`src/rtl/led_cf_pkg.sv`:
```
// Shared types, register indexes, mode codes and arithmetic constants of the LED colour fader.
package led_cf_pkg;

    // Default number of LEDs kept in the colour memories.
    localparam int LED_COUNT_DEF = 29;

    // Item operation codes.
    localparam logic OP_TICK  = 1'b0;
    localparam logic OP_WRITE = 1'b1;

    // Tick mode codes.
    localparam logic [2:0] MODE_OFF   = 3'd0;
    localparam logic [2:0] MODE_WAIT  = 3'd1;
    localparam logic [2:0] MODE_WIFI  = 3'd2;
    localparam logic [2:0] MODE_FADE  = 3'd3;
    localparam logic [2:0] MODE_ERROR = 3'd4;

    // Configuration register indexes and reset values.
    localparam logic       REG_STEP_SIZE   = 1'b0;
    localparam logic       REG_IGNORED_LED = 1'b1;
    localparam logic [7:0] STEP_SIZE_RST   = 8'd10;
    localparam logic [6:0] IGNORED_LED_RST = 7'd27;

    // Brightness mapping constants.
    localparam logic [10:0] LEVEL_SPAN  = 11'd1024;
    localparam logic [7:0]  MAP_SCALE   = 8'd237;
    localparam logic [13:0] RECIP_7     = 14'd9363;      // ceil(2^16 / 7)
    localparam logic [11:0] BRIGHT_MIN  = 12'd18;
    localparam logic [11:0] BRIGHT_MAX  = 12'd255;
    localparam logic [6:0]  KEEP_WEIGHT = 7'd97;
    localparam logic [9:0]  NEW_WEIGHT  = 10'd768;
    localparam logic [23:0] RECIP_100   = 24'd10737419;  // ceil(2^30 / 100)

    // Blink timing constants.
    localparam logic [28:0] RECIP_1000 = 29'h10624DD3;   // ceil(2^38 / 1000)
    localparam logic [9:0]  PERIOD_MS  = 10'd1000;
    localparam logic [31:0] FLASH_MS   = 32'd200;

    // One RGB colour.
    typedef struct packed {
        logic [7:0] red;
        logic [7:0] green;
        logic [7:0] blue;
    } color_t;

    // Status handed from the brightness unit to the sequencer.
    typedef struct packed {
        logic       done;
        logic       err_on;
        logic       wifi_on;
        logic [7:0] brightness;
    } bright_status_t;

endpackage

```
`src/rtl/led_cf_item_if.sv`:
```
// Input channel carrying tick and target write transactions.
interface led_cf_item_if;
    logic        valid;
    logic        ready;
    logic        op;
    logic [2:0]  mode;
    logic [31:0] time_ms;
    logic [9:0]  light_level;
    logic [5:0]  led_index;
    logic [7:0]  red_in;
    logic [7:0]  green_in;
    logic [7:0]  blue_in;

    modport source (
        output valid, op, mode, time_ms, light_level, led_index, red_in, green_in, blue_in,
        input  ready
    );
    modport sink (
        input  valid, op, mode, time_ms, light_level, led_index, red_in, green_in, blue_in,
        output ready
    );
endinterface

```
`src/rtl/led_cf_pixel_if.sv`:
```
// Output channel carrying one LED report transaction.
interface led_cf_pixel_if;
    logic       valid;
    logic       ready;
    logic [5:0] led_out;
    logic [7:0] red_out;
    logic [7:0] green_out;
    logic [7:0] blue_out;
    logic [7:0] brightness_out;
    logic       last;

    modport source (
        output valid, led_out, red_out, green_out, blue_out, brightness_out, last,
        input  ready
    );
    modport sink (
        input  valid, led_out, red_out, green_out, blue_out, brightness_out, last,
        output ready
    );
endinterface

```
`src/rtl/led_cf_color_mem.sv`:
```
// Current and target colour memories with per-entry valid bits and registered reads.
module led_cf_color_mem #(
    parameter int LED_COUNT = led_cf_pkg::LED_COUNT_DEF,
    parameter int AW        = (LED_COUNT > 1) ? $clog2(LED_COUNT) : 1
) (
    input  logic                 clk,
    input  logic                 rst_n,
    input  logic                 tgt_we,
    input  logic [AW-1:0]        tgt_waddr,
    input  led_cf_pkg::color_t   tgt_wdata,
    input  logic                 cur_we,
    input  logic [AW-1:0]        cur_waddr,
    input  led_cf_pkg::color_t   cur_wdata,
    input  logic                 rd_en,
    input  logic [AW-1:0]        rd_addr,
    output led_cf_pkg::color_t   cur_rdata,
    output led_cf_pkg::color_t   tgt_rdata
);
    import led_cf_pkg::*;

    color_t               cur_mem [LED_COUNT];
    color_t               tgt_mem [LED_COUNT];
    logic [LED_COUNT-1:0] cur_vld_reg;
    logic [LED_COUNT-1:0] tgt_vld_reg;
    color_t               cur_q_reg;
    color_t               tgt_q_reg;
    logic                 cur_hit_reg;
    logic                 tgt_hit_reg;

    // Memory writes.
    always_ff @(posedge clk)
    begin
        if (cur_we)
        begin
            cur_mem[cur_waddr] <= cur_wdata;
        end
        if (tgt_we)
        begin
            tgt_mem[tgt_waddr] <= tgt_wdata;
        end
    end

    // Memory reads, registered.
    always_ff @(posedge clk)
    begin
        if (rd_en)
        begin
            cur_q_reg <= cur_mem[rd_addr];
            tgt_q_reg <= tgt_mem[rd_addr];
        end
    end

    // Valid bits make entries read as black until they are first written.
    always_ff @(posedge clk or negedge rst_n)
    begin
        if (!rst_n)
        begin
            cur_vld_reg <= '0;
            tgt_vld_reg <= '0;
            cur_hit_reg <= 1'b0;
            tgt_hit_reg <= 1'b0;
        end
        else
        begin
            if (cur_we)
            begin
                cur_vld_reg[cur_waddr] <= 1'b1;
            end
            if (tgt_we)
            begin
                tgt_vld_reg[tgt_waddr] <= 1'b1;
            end
            if (rd_en)
            begin
                cur_hit_reg <= cur_vld_reg[rd_addr];
                tgt_hit_reg <= tgt_vld_reg[rd_addr];
            end
        end
    end

    assign cur_rdata = cur_hit_reg ? cur_q_reg : '0;
    assign tgt_rdata = tgt_hit_reg ? tgt_q_reg : '0;

endmodule

```
`src/rtl/led_cf_bright.sv`:
```
// Four-stage arithmetic pipeline for the smoothed brightness and the blink phase.
module led_cf_bright (
    input  logic                         clk,
    input  logic                         rst_n,
    input  logic                         start,
    input  logic [31:0]                  time_ms,
    input  logic [9:0]                   light_level,
    output led_cf_pkg::bright_status_t   status
);
    import led_cf_pkg::*;

    logic [3:0]  stage_vld_reg;
    logic [15:0] sb_reg;
    logic [15:0] sb_next;
    logic [17:0] scaled_reg;
    logic [22:0] kept_reg;
    logic [22:0] sec_reg;
    logic [31:0] time_reg;
    logic [26:0] div7_reg;
    logic        err_on_reg;
    logic        wifi_on_reg;
    logic [22:0] sum_reg;
    logic [10:0] inv_level;
    logic [60:0] sec_prod;
    logic [31:0] rem_ms;
    logic [11:0] target_raw;
    logic [7:0]  target;
    logic [46:0] avg_prod;

    // Stage one: scale the inverted light level, weight the old value, split off seconds.
    assign inv_level = LEVEL_SPAN - {1'b0, light_level};
    assign sec_prod  = 61'(time_ms) * 61'(RECIP_1000);

    // Stage two: divide by 224 as a shift and a reciprocal of 7, and find the millisecond phase.
    assign rem_ms = time_reg - 32'(sec_reg * PERIOD_MS);

    // Stage three: offset and clamp the target, then blend.
    assign target_raw = {1'b0, div7_reg[26:16]} + BRIGHT_MIN;
    assign target     = (target_raw > BRIGHT_MAX) ? BRIGHT_MAX[7:0] : target_raw[7:0];

    // Stage four: divide the blend by 100 through a reciprocal.
    assign avg_prod = 47'(sum_reg) * 47'(RECIP_100);
    assign sb_next  = avg_prod[45:30];

    // Pipeline data registers.
    always_ff @(posedge clk)
    begin
        if (start)
        begin
            scaled_reg <= 18'(inv_level * MAP_SCALE);
            kept_reg   <= 23'(sb_reg * KEEP_WEIGHT);
            sec_reg    <= sec_prod[60:38];
            time_reg   <= time_ms;
        end
        if (stage_vld_reg[0])
        begin
            div7_reg    <= 27'(scaled_reg[17:5] * RECIP_7);
            err_on_reg  <= sec_reg[0];
            wifi_on_reg <= (rem_ms < FLASH_MS);
        end
        if (stage_vld_reg[1])
        begin
            sum_reg <= kept_reg + 23'(target * NEW_WEIGHT);
        end
    end

    // Stage tracking and the Q8.8 brightness state.
    always_ff @(posedge clk or negedge rst_n)
    begin
        if (!rst_n)
        begin
            stage_vld_reg <= '0;
            sb_reg        <= '0;
        end
        else
        begin
            stage_vld_reg <= {stage_vld_reg[2:0], start};
            if (stage_vld_reg[2])
            begin
                sb_reg <= sb_next;
            end
        end
    end

    assign status.done       = stage_vld_reg[3];
    assign status.err_on     = err_on_reg;
    assign status.wifi_on    = wifi_on_reg;
    assign status.brightness = sb_reg[15:8];

endmodule

```
`src/rtl/led_color_fader.sv`:
```
// Top level of the LED colour fader: item decode, tick sequencer and LED report register.
//
// The fader keeps a current and a target colour for each of LED_COUNT LEDs in two
// synchronous memories. A target write transaction gives no report. A tick transaction
// first runs through the brightness and blink-phase pipeline, then sweeps the colour
// memory with a read-modify-write of one LED per cycle while the sink takes every report;
// a stalled sink holds the sweep. The input is ready again as soon as the final report
// sits in the output register. After reset both memories read as black through
// per-entry valid bits, so no clearing pass is needed.
module led_color_fader #(
    parameter int LED_COUNT = led_cf_pkg::LED_COUNT_DEF
) (
    input  logic                 clk,
    input  logic                 rst_n,
    led_cf_item_if.sink          items,
    led_cf_pixel_if.source       pixels,
    input  logic                 cfg_we,
    input  logic                 cfg_index,
    input  logic [7:0]           cfg_data
);
    import led_cf_pkg::*;

    localparam int AW = (LED_COUNT > 1) ? $clog2(LED_COUNT) : 1;
    localparam int CW = $clog2(LED_COUNT + 1);

    typedef enum logic [2:0] {
        ST_IDLE  = 3'b001,
        ST_PREP  = 3'b010,
        ST_SWEEP = 3'b100
    } state_t;

    state_t         state_reg;
    state_t         state_next;
    logic [7:0]     step_size_reg;
    logic [6:0]     ignored_led_reg;
    logic [2:0]     mode_reg;
    logic [CW-1:0]  rd_cnt_reg;
    logic           rd_pend_reg;
    logic [AW-1:0]  rd_led_reg;
    logic           out_valid_reg;
    logic [5:0]     out_led_reg;
    color_t         out_color_reg;
    logic [7:0]     out_bright_reg;
    logic           out_last_reg;
    logic           accept;
    logic           tick_start;
    logic           tgt_we;
    logic           issue;
    logic           consume;
    logic           is_last;
    logic           is_ignored;
    color_t         tgt_wdata;
    color_t         cur_rdata;
    color_t         tgt_rdata;
    color_t         new_color;
    bright_status_t bstat;

    // Move one channel toward its target, snapping when within one step.
    function automatic logic [7:0] fade_ch(input logic [7:0] c, input logic [7:0] t,
                                           input logic [7:0] s);
        logic [7:0] res;
        logic [8:0] c_up;
        logic [8:0] t_up;
        c_up = {1'b0, c} + {1'b0, s};
        t_up = {1'b0, t} + {1'b0, s};
        if (t == c)
        begin
            res = c;
        end
        else if (c_up < {1'b0, t})
        begin
            res = c + s;
        end
        else if (t_up < {1'b0, c})
        begin
            res = c - s;
        end
        else
        begin
            res = t;
        end
        return res;
    endfunction

    // Input decode.
    assign items.ready = (state_reg == ST_IDLE);
    assign accept      = items.valid && items.ready;
    assign tick_start  = accept && (items.op == OP_TICK);
    assign tgt_we      = accept && (items.op == OP_WRITE) &&
                         ({1'b0, items.led_index} < 7'(LED_COUNT));
    assign tgt_wdata   = '{red: items.red_in, green: items.green_in, blue: items.blue_in};

    // Sweep control: a read is issued only when the read data register will be free.
    assign consume    = rd_pend_reg && (!out_valid_reg || pixels.ready);
    assign issue      = (state_reg == ST_SWEEP) && (rd_cnt_reg < CW'(LED_COUNT)) &&
                        (!rd_pend_reg || consume);
    assign is_last    = (rd_led_reg == AW'(LED_COUNT - 1));
    assign is_ignored = (7'(rd_led_reg) == ignored_led_reg);

    led_cf_color_mem #(
        .LED_COUNT (LED_COUNT),
        .AW        (AW)
    ) u_mem (
        .clk       (clk),
        .rst_n     (rst_n),
        .tgt_we    (tgt_we),
        .tgt_waddr (items.led_index[AW-1:0]),
        .tgt_wdata (tgt_wdata),
        .cur_we    (consume),
        .cur_waddr (rd_led_reg),
        .cur_wdata (new_color),
        .rd_en     (issue),
        .rd_addr   (rd_cnt_reg[AW-1:0]),
        .cur_rdata (cur_rdata),
        .tgt_rdata (tgt_rdata)
    );

    led_cf_bright u_bright (
        .clk         (clk),
        .rst_n       (rst_n),
        .start       (tick_start),
        .time_ms     (items.time_ms),
        .light_level (items.light_level),
        .status      (bstat)
    );

    // New colour of the LED whose data has just been read.
    always_comb
    begin
        new_color = cur_rdata;
        case (mode_reg)
            MODE_FADE:
            begin
                new_color.red   = fade_ch(cur_rdata.red, tgt_rdata.red, step_size_reg);
                new_color.green = fade_ch(cur_rdata.green, tgt_rdata.green, step_size_reg);
                new_color.blue  = fade_ch(cur_rdata.blue, tgt_rdata.blue, step_size_reg);
            end
            MODE_ERROR:
            begin
                if (!is_ignored)
                begin
                    new_color = '{red: bstat.err_on ? 8'hFF : 8'h00, green: 8'h00,
                                  blue: 8'h00};
                end
            end
            MODE_WIFI:
            begin
                if (!is_ignored)
                begin
                    new_color = '{red: 8'h00, green: 8'h00,
                                  blue: bstat.wifi_on ? 8'hFF : 8'h00};
                end
            end
            default:
            begin
                new_color = cur_rdata;
            end
        endcase
    end

    // Next state.
    always_comb
    begin
        state_next = state_reg;
        case (state_reg)
            ST_IDLE:
            begin
                if (tick_start)
                begin
                    state_next = ST_PREP;
                end
            end
            ST_PREP:
            begin
                if (bstat.done)
                begin
                    state_next = ST_SWEEP;
                end
            end
            ST_SWEEP:
            begin
                if (consume && is_last)
                begin
                    state_next = ST_IDLE;
                end
            end
            default:
            begin
                state_next = ST_IDLE;
            end
        endcase
    end

    // Control registers and configuration.
    always_ff @(posedge clk or negedge rst_n)
    begin
        if (!rst_n)
        begin
            state_reg       <= ST_IDLE;
            step_size_reg   <= STEP_SIZE_RST;
            ignored_led_reg <= IGNORED_LED_RST;
            rd_cnt_reg      <= '0;
            rd_pend_reg     <= 1'b0;
            out_valid_reg   <= 1'b0;
        end
        else
        begin
            state_reg <= state_next;
            if (cfg_we)
            begin
                case (cfg_index)
                    REG_STEP_SIZE:   step_size_reg   <= cfg_data;
                    REG_IGNORED_LED: ignored_led_reg <= cfg_data[6:0];
                    default:         step_size_reg   <= step_size_reg;
                endcase
            end
            if (state_reg == ST_PREP)
            begin
                rd_cnt_reg <= '0;
            end
            else if (issue)
            begin
                rd_cnt_reg <= rd_cnt_reg + 1'b1;
            end
            if (issue)
            begin
                rd_pend_reg <= 1'b1;
            end
            else if (consume)
            begin
                rd_pend_reg <= 1'b0;
            end
            if (consume)
            begin
                out_valid_reg <= 1'b1;
            end
            else if (pixels.ready)
            begin
                out_valid_reg <= 1'b0;
            end
        end
    end

    // Payload registers: tick mode, read tracking and the LED report.
    always_ff @(posedge clk)
    begin
        if (tick_start)
        begin
            mode_reg <= items.mode;
        end
        if (issue)
        begin
            rd_led_reg <= rd_cnt_reg[AW-1:0];
        end
        if (consume)
        begin
            out_led_reg    <= 6'(rd_led_reg);
            out_color_reg  <= new_color;
            out_bright_reg <= bstat.brightness;
            out_last_reg   <= is_last;
        end
    end

    // Report transaction.
    assign pixels.valid          = out_valid_reg;
    assign pixels.led_out        = out_led_reg;
    assign pixels.red_out        = out_color_reg.red;
    assign pixels.green_out      = out_color_reg.green;
    assign pixels.blue_out       = out_color_reg.blue;
    assign pixels.brightness_out = out_bright_reg;
    assign pixels.last           = out_last_reg;

endmodule
```
`src/flat_wrapper.sv`:
```
// flat-port wrapper written by rule: the top's interface ports become plain ports
module led_color_fader_flat import led_cf_pkg::*;
#(
    parameter int LED_COUNT = led_cf_pkg::LED_COUNT_DEF
)
  (clk, rst_n, cfg_we, cfg_index, cfg_data, items_valid, items_op, items_mode, items_time_ms, items_light_level, items_led_index, items_red_in, items_green_in, items_blue_in, items_ready, pixels_valid, pixels_led_out, pixels_red_out, pixels_green_out, pixels_blue_out, pixels_brightness_out, pixels_last, pixels_ready);
  led_cf_item_if items_i ();
  led_cf_pixel_if pixels_i ();
  input  logic clk;
  input  logic rst_n;
  input  logic cfg_we;
  input  logic cfg_index;
  input  logic [7:0] cfg_data;
  input wire logic [$bits(items_i.valid)-1:0] items_valid;
  input wire logic [$bits(items_i.op)-1:0] items_op;
  input wire logic [$bits(items_i.mode)-1:0] items_mode;
  input wire logic [$bits(items_i.time_ms)-1:0] items_time_ms;
  input wire logic [$bits(items_i.light_level)-1:0] items_light_level;
  input wire logic [$bits(items_i.led_index)-1:0] items_led_index;
  input wire logic [$bits(items_i.red_in)-1:0] items_red_in;
  input wire logic [$bits(items_i.green_in)-1:0] items_green_in;
  input wire logic [$bits(items_i.blue_in)-1:0] items_blue_in;
  output wire logic [$bits(items_i.ready)-1:0] items_ready;
  output wire logic [$bits(pixels_i.valid)-1:0] pixels_valid;
  output wire logic [$bits(pixels_i.led_out)-1:0] pixels_led_out;
  output wire logic [$bits(pixels_i.red_out)-1:0] pixels_red_out;
  output wire logic [$bits(pixels_i.green_out)-1:0] pixels_green_out;
  output wire logic [$bits(pixels_i.blue_out)-1:0] pixels_blue_out;
  output wire logic [$bits(pixels_i.brightness_out)-1:0] pixels_brightness_out;
  output wire logic [$bits(pixels_i.last)-1:0] pixels_last;
  input wire logic [$bits(pixels_i.ready)-1:0] pixels_ready;
  assign items_i.valid = items_valid;
  assign items_i.op = items_op;
  assign items_i.mode = items_mode;
  assign items_i.time_ms = items_time_ms;
  assign items_i.light_level = items_light_level;
  assign items_i.led_index = items_led_index;
  assign items_i.red_in = items_red_in;
  assign items_i.green_in = items_green_in;
  assign items_i.blue_in = items_blue_in;
  assign items_ready = items_i.ready;
  assign pixels_valid = pixels_i.valid;
  assign pixels_led_out = pixels_i.led_out;
  assign pixels_red_out = pixels_i.red_out;
  assign pixels_green_out = pixels_i.green_out;
  assign pixels_blue_out = pixels_i.blue_out;
  assign pixels_brightness_out = pixels_i.brightness_out;
  assign pixels_last = pixels_i.last;
  assign pixels_i.ready = pixels_ready;
  led_color_fader #(.LED_COUNT(LED_COUNT)) u_core (.clk(clk), .rst_n(rst_n), .items(items_i), .pixels(pixels_i), .cfg_we(cfg_we), .cfg_index(cfg_index), .cfg_data(cfg_data));
endmodule
```
`config.mk`:
```
export PLATFORM = sky130hd
export DESIGN_NAME = led_color_fader_flat
export DESIGN_NICKNAME = d
export VERILOG_FILES = /design/src/rtl/led_cf_pkg.sv /design/src/rtl/led_cf_item_if.sv /design/src/rtl/led_cf_pixel_if.sv /design/src/rtl/led_cf_color_mem.sv /design/src/rtl/led_cf_bright.sv /design/src/rtl/led_color_fader.sv /design/src/flat_wrapper.sv
export SDC_FILE = /design/constraint.sdc
export NUM_CORES = 2
export LEC_CHECK = 0
export BUFFER_PORTS_ARGS = -buffer_cell sky130_fd_sc_hd__buf_2
export CAP_MARGIN = 20
export CORE_MARGIN = 1.5
export CORE_UTILIZATION = 55
export CTS_BUF_LIST = sky130_fd_sc_hd__clkbuf_4 sky130_fd_sc_hd__clkbuf_8
export DETAILED_ROUTE_END_ITERATION = 7
export PLACE_DENSITY_LB_ADDON = 0.05
export SYNTH_ARGS = -nofsm -noshare
export SYNTH_HDL_FRONTEND = slang
export SYNTH_HIERARCHICAL = 1
export SYNTH_SLANG_ARGS = --single-unit
```
`constraint.sdc`:
```
create_clock -name clk -period 8.9 [get_ports clk]
set_input_delay 1.335 -clock clk [delete_from_list [all_inputs] [get_ports clk]]
set_output_delay 1.335 -clock clk [all_outputs]
set_load 0.01 [all_outputs]
```
# Yosys cells after proc, flatten, opt, wreduce, memory -nomap -nowiden
# Memories as Yosys holds them, arrays and structs flattened. A register that Yosys moved wholly into a read port is not among the register bits.
# Cells that the tools add are included.
# word_totals
inputBits,90
ramBits,1392
mem_count,2
register_bits,299
# classes
addsub,17
mux,39
eq_ne,14
order_cmp,15
multipliers,7
reduce_logical,20
bitwise,4
# mem_list
name,depth,word_bits,read_ports,rd_ports_with_merged_regs,write_ports,line,rtl
u_core.u_mem.cur_mem,29,24,1,1,1,led_cf_color_mem.sv:21,color_t cur_mem [LED_COUNT];
u_core.u_mem.tgt_mem,29,24,1,1,1,led_cf_color_mem.sv:22,color_t tgt_mem [LED_COUNT];
# ops
op,n
$mux 24,4
$mux 8,12
$pmux 24 s3,1
$mul 32x29->61 const B,1
$or 29x29->29,2
$add 8x8->9,6
$lt 9x8->1,6
$mul 23x24->46 const B,1
$lt 32x8->1 const B,1
$sub 32x32->32,1
$mul 23x7->29 const B,1
$mul 13x14->27 const B,1
$add 8x8->8,3
$eq 8x8->1,3
$sub 8x8->8,3
$add 23x18->23,1
$mul 16x7->23 const B,1
$lt 5x6->1 const B,3
$mul 11x8->18 const B,1
$add 11x5->12 const B,1
$gt 12x8->1 const B,1
$mux 1,12
$sub 11x10->11 const A,1
$bmux 1 s5,2
22 further kinds,47

# Depth between registers and ports, before layout
# depth
depth_word,7
depth_mapped,28
depth_no_buf,28

# Modules after synthesis
# Netlist, hierarchy kept.
# by_module_without_submodules
mod,area_per_inst_um2,seq_area_each_um2,n_inst,cells_per_inst
led_cf_color_mem,57644.0,44742.9,1,2681
led_cf_bright,39843.2,4224.1,1,3895
led_color_fader,7544.7,2015.7,1,846

# Least setup slack after synthesis
# OpenSTA, ideal clock, no wires.
# synth_path
kind,in2reg
startpoint,in items_time_ms[14]
endpoint,reg u_core.u_bright.sec_reg[16] (data pin)
setup_slack_ps,1640
path_buffers,0
required_ps,8642
path_stages,24
setup_ps,258
arrival_time_ps,7002
cell_sequence,ha_1 -> inv_1 -> fa_1 -> inv_1 -> ha_1 -> inv_1 -> fa_1 -> inv_1 -> fa_1 -> inv_1 -> fa_1 -> inv_1 -> fa_1 -> fa_1 -> ha_1 -> nand4_1 -> nor3_2 -> o2111ai_1 -> a211oi_1 -> nor3_4 -> o211ai_2 -> o21a_4 -> a41oi_2 -> xnor2_1
# synth_between
elab_chain_len,1
# synth_rtl
element,line,rtl
"start, declared",flat_wrapper.sv:17,input wire logic [$bits(items_i.time_ms)-1:0] items_time_ms;
$mul 32x29->61,led_cf_bright.sv:32,assign sec_prod = 61'(time_ms) * 61'(RECIP_1000);
net u_core.u_bright.sec_prod[54],led_cf_bright.sv:24,logic [60:0] sec_prod;
"end signal, assigned",led_cf_bright.sv:52,sec_reg <= sec_prod[60:38];
"end, declared",led_cf_bright.sv:17,logic [22:0] sec_reg;
# The timed path passes the listed nets, and every way through them passes these cells.
# A chain may end at the register's enable or synchronous reset.

# Final worst setup path
# layout_path
startpoint,reg u_core.u_bright.sec_reg[6]
endpoint,reg u_core.u_bright.wifi_on_reg (data pin)
# layout_between
elab_chain_len,3
# layout_rtl
element,line,rtl
$mul 23x7->29,led_cf_bright.sv:35,assign rem_ms = time_reg - 32'(sec_reg * PERIOD_MS);
$sub 32x32->32,led_cf_bright.sv:35,
$lt 32x8->1,led_cf_bright.sv:59,wifi_on_reg <= (rem_ms < FLASH_MS);
"end signal, assigned",led_cf_bright.sv:59,
"end, declared",led_cf_bright.sv:21,logic wifi_on_reg;
# Every way passes these cells.

==> flow_summary.toml <==
[timing]
rsz0062_at_grt = "no"
worst_pin_slew_ns = 1.19
hold_ws_ns = 0.251
fin_skew_ns = 0.139
hold_violations = 0
fin_crit_ns = 7.87
final.setup.worst_slack_ns = 1.03
slew-limit-headroom = 0.206
final-max-slew-violation-count = 0
timing.fmax_ghz = 0.127
finalCritPeriodShare = 0.884
finalSetupTns_ns = 0
finalSetupViolations = 0

[cts]
postCtsSetupBuffers = 0
cts.repair.resized = 0
cts.clk_slew.worst_paths_ns = 0.07
cts_num_sinks = 1715
hold_buffers = 0
root_buffer = "clkbuf_8"
h-tree-depth = 5
clk_path_buf_depth = 4
clk_latency_ns = 1.06
cts_buffers = 306
cts_tree = "built"

[floorplan]
chipHeight_um = 440
io_pins = 131
initial_utilization = 0.553
row_count = 160
dieArea_um2 = 194000
core_um2 = 190000
die_x_um = 440

[grt]
grt_max_degree = 96
grt_overflow = 0
antenna_found_initial = 13
grt_usage = 0.280
grt_pass1_vias = 63391
grt_pass1_wl_mm = 400

[yosys]
synth.ff_latch_count = 1715
synth.largest_area_cell = "edfxtp_1"
netlist-cell-type-count = 116
ys_seq_area_frac = 0.485
synthCells = 7422
syn_avg_cell_area_um2 = 14.2
netlist.area_leader.share = 0.460
synth_area_um2 = 105000
synth_warnings = 6
synth_nets = 9211
synth_enable_flop_cells = 1610
synthTopCellsByArea = "edfxtp_1 46%, ha_1 12%, fa_1 12%"
ys.flop_type = "edfxtp_1"
async_reset_ff_frac = 0.0612

[place]
post-place-cells = 9962
pre_cts_slack_ns = 0.390
place_congestion = 0.926
dp_hpwl_mm = 184
port_buffers = 129

[layout]
drive_gt1_frac = 0.160
multi_input_area_um2 = 48700
num-fill-cells = 14759
seq_area_um2 = 51000
mostFrequentLayoutCell = "edfxtp_1"
area_growth_pct = 9.73
instances_no_fill = 10507
top_regs = "u_core/u_mem/cur_mem: 696 flops, u_core/u_mem/tgt_mem: 696 flops"
mostFrequentLayoutCells = "1,610 x edfxtp_1, 1,225 x inv_1, 1,046 x ha_1"
finalNetCount = 9565

[setup_path]
critPathKind = "reg -> reg"
cp-end-kind = "flip-flop"
arrival_ns = 8.68
crit_fanout = 7
startpoint_type = "flip-flop"
cp_data_required_time_ns = 9.71

[drt]
drt_first_iter_violations = 4377
routed_wl_mm = 267
via_per_inst = 5.81
antenna_left = 0
wl_per_cell_um = 25.4
vias = 61019
dr.pass1.iters = 7
drc = 0

[status]
status = "finished clean"

[flow_run]
cap_violations = 0

[min_path]
hold_class = "in -> async"
-- area by class of cell --
cell class	count	share of cell area
clock buffers	417	0.0443
well taps	2511	0.0273
diodes	10	0.000217
repair buffers	240	0.0168
clock inverters	101	0.00625
multi-input cells	4288	0.423
inverters	1225	0.0399
flip-flops and latches	1715	0.443
-- synthesized netlist by cell type (58+ instances only) --
library cell  instances
edfxtp_1           1610
inv_1              1225
ha_1               1046
fa_1                653
mux4_2              272
mux2i_1             253
nor2_1              201
a21oi_1             190
nand2_1             151
xnor2_1             124
or2_2               110
o21ai_0             109
dfrtp_1              98
o22ai_1              96
xor2_1               90
nand3_1              84
a21o_1               73
a211oi_1             68
and2_1               67
clkbuf_1             63
nor3_1               58
-- worst max-delay path: stages, from the launching register on --
cell and delay, ns:
edfxtp_1 0.45, inv_1 0.27, fa_1 0.49, fa_1 0.54, fa_1 0.44, fa_1 0.52
inv_1 0.05, ha_1 0.33, a21oi_1 0.29, or3b_1 0.44, a31o_1 0.23, a21o_1 0.23
a21oi_2 0.25, o31ai_4 0.12, mux2i_1 0.13, a2111oi_1 0.44, ha_1 0.37, a21oi_1 0.15
nor2_1 0.07, a2111oi_0 0.41, nand3_1 0.18, a2111oi_2 0.25, nand4_1 0.13, nor4_1 0.35
nand4_1 0.19, nor4_2 0.19, buf_4 0.19
-- per-layer routing --
| layer | track usage | wire length, µm |
|---|---|---|
| met5 | 0 | 0 |
| met4 | 0.0962 | 9430 |
| met3 | 0.0387 | 14400 |
| met2 | 0.472 | 132000 |
| met1 | 0.375 | 111000 |
-- cell families after synthesis --
family | after synthesis | share of synthesized area
buffers and inverters | 1419 | 0.0556
other | 1 | 0.0000357
XOR/XNOR | 214 | 0.0178
adder cells (fa/ha/maj) | 1699 | 0.249
flip-flops | 1715 | 0.485
AND/OR/NAND/NOR | 887 | 0.0441
multiplexers | 555 | 0.0857
AO/OA/AOI/OAI | 932 | 0.0624
-- metrics by stage --
stage	instance area [µm²]	util
global placement	109000	0.573
CTS	115000	0.604
global route	115000	0.607
floorplan	105000	-
finish	115000	0.607
detailed placement	109000	0.573
-- path summary, 6_finish.rpt --
path	from	end	slack (ns)	cells past startpoint
min in group clk	u_core/u_bright/kept_reg[6]$_DFFE_PP_	u_core/u_bright/sum_reg[6]$_DFFE_PP_	0.42	0
max in group asynchronous	rst_n	u_core/ignored_led_reg[3]$_DFFE_PN1P_	7.52	3
worst min register to register	u_core/u_bright/kept_reg[6]$_DFFE_PP_	u_core/u_bright/sum_reg[6]$_DFFE_PP_	0.42	0
worst max register to register	u_core/u_bright/sec_reg[6]$_DFFE_PP_	u_core/u_bright/wifi_on_reg$_DFFE_PP_	1.03	26
worst min-delay path	rst_n	u_core/u_bright/sb_reg[10]$_DFFE_PN0P_	0.25	1
worst max-delay path	u_core/u_bright/sec_reg[6]$_DFFE_PP_	u_core/u_bright/wifi_on_reg$_DFFE_PP_	1.03	26
Power is not shown: default switching activity piles up to over one toggle a cycle in this logic, so the estimate is an artifact.
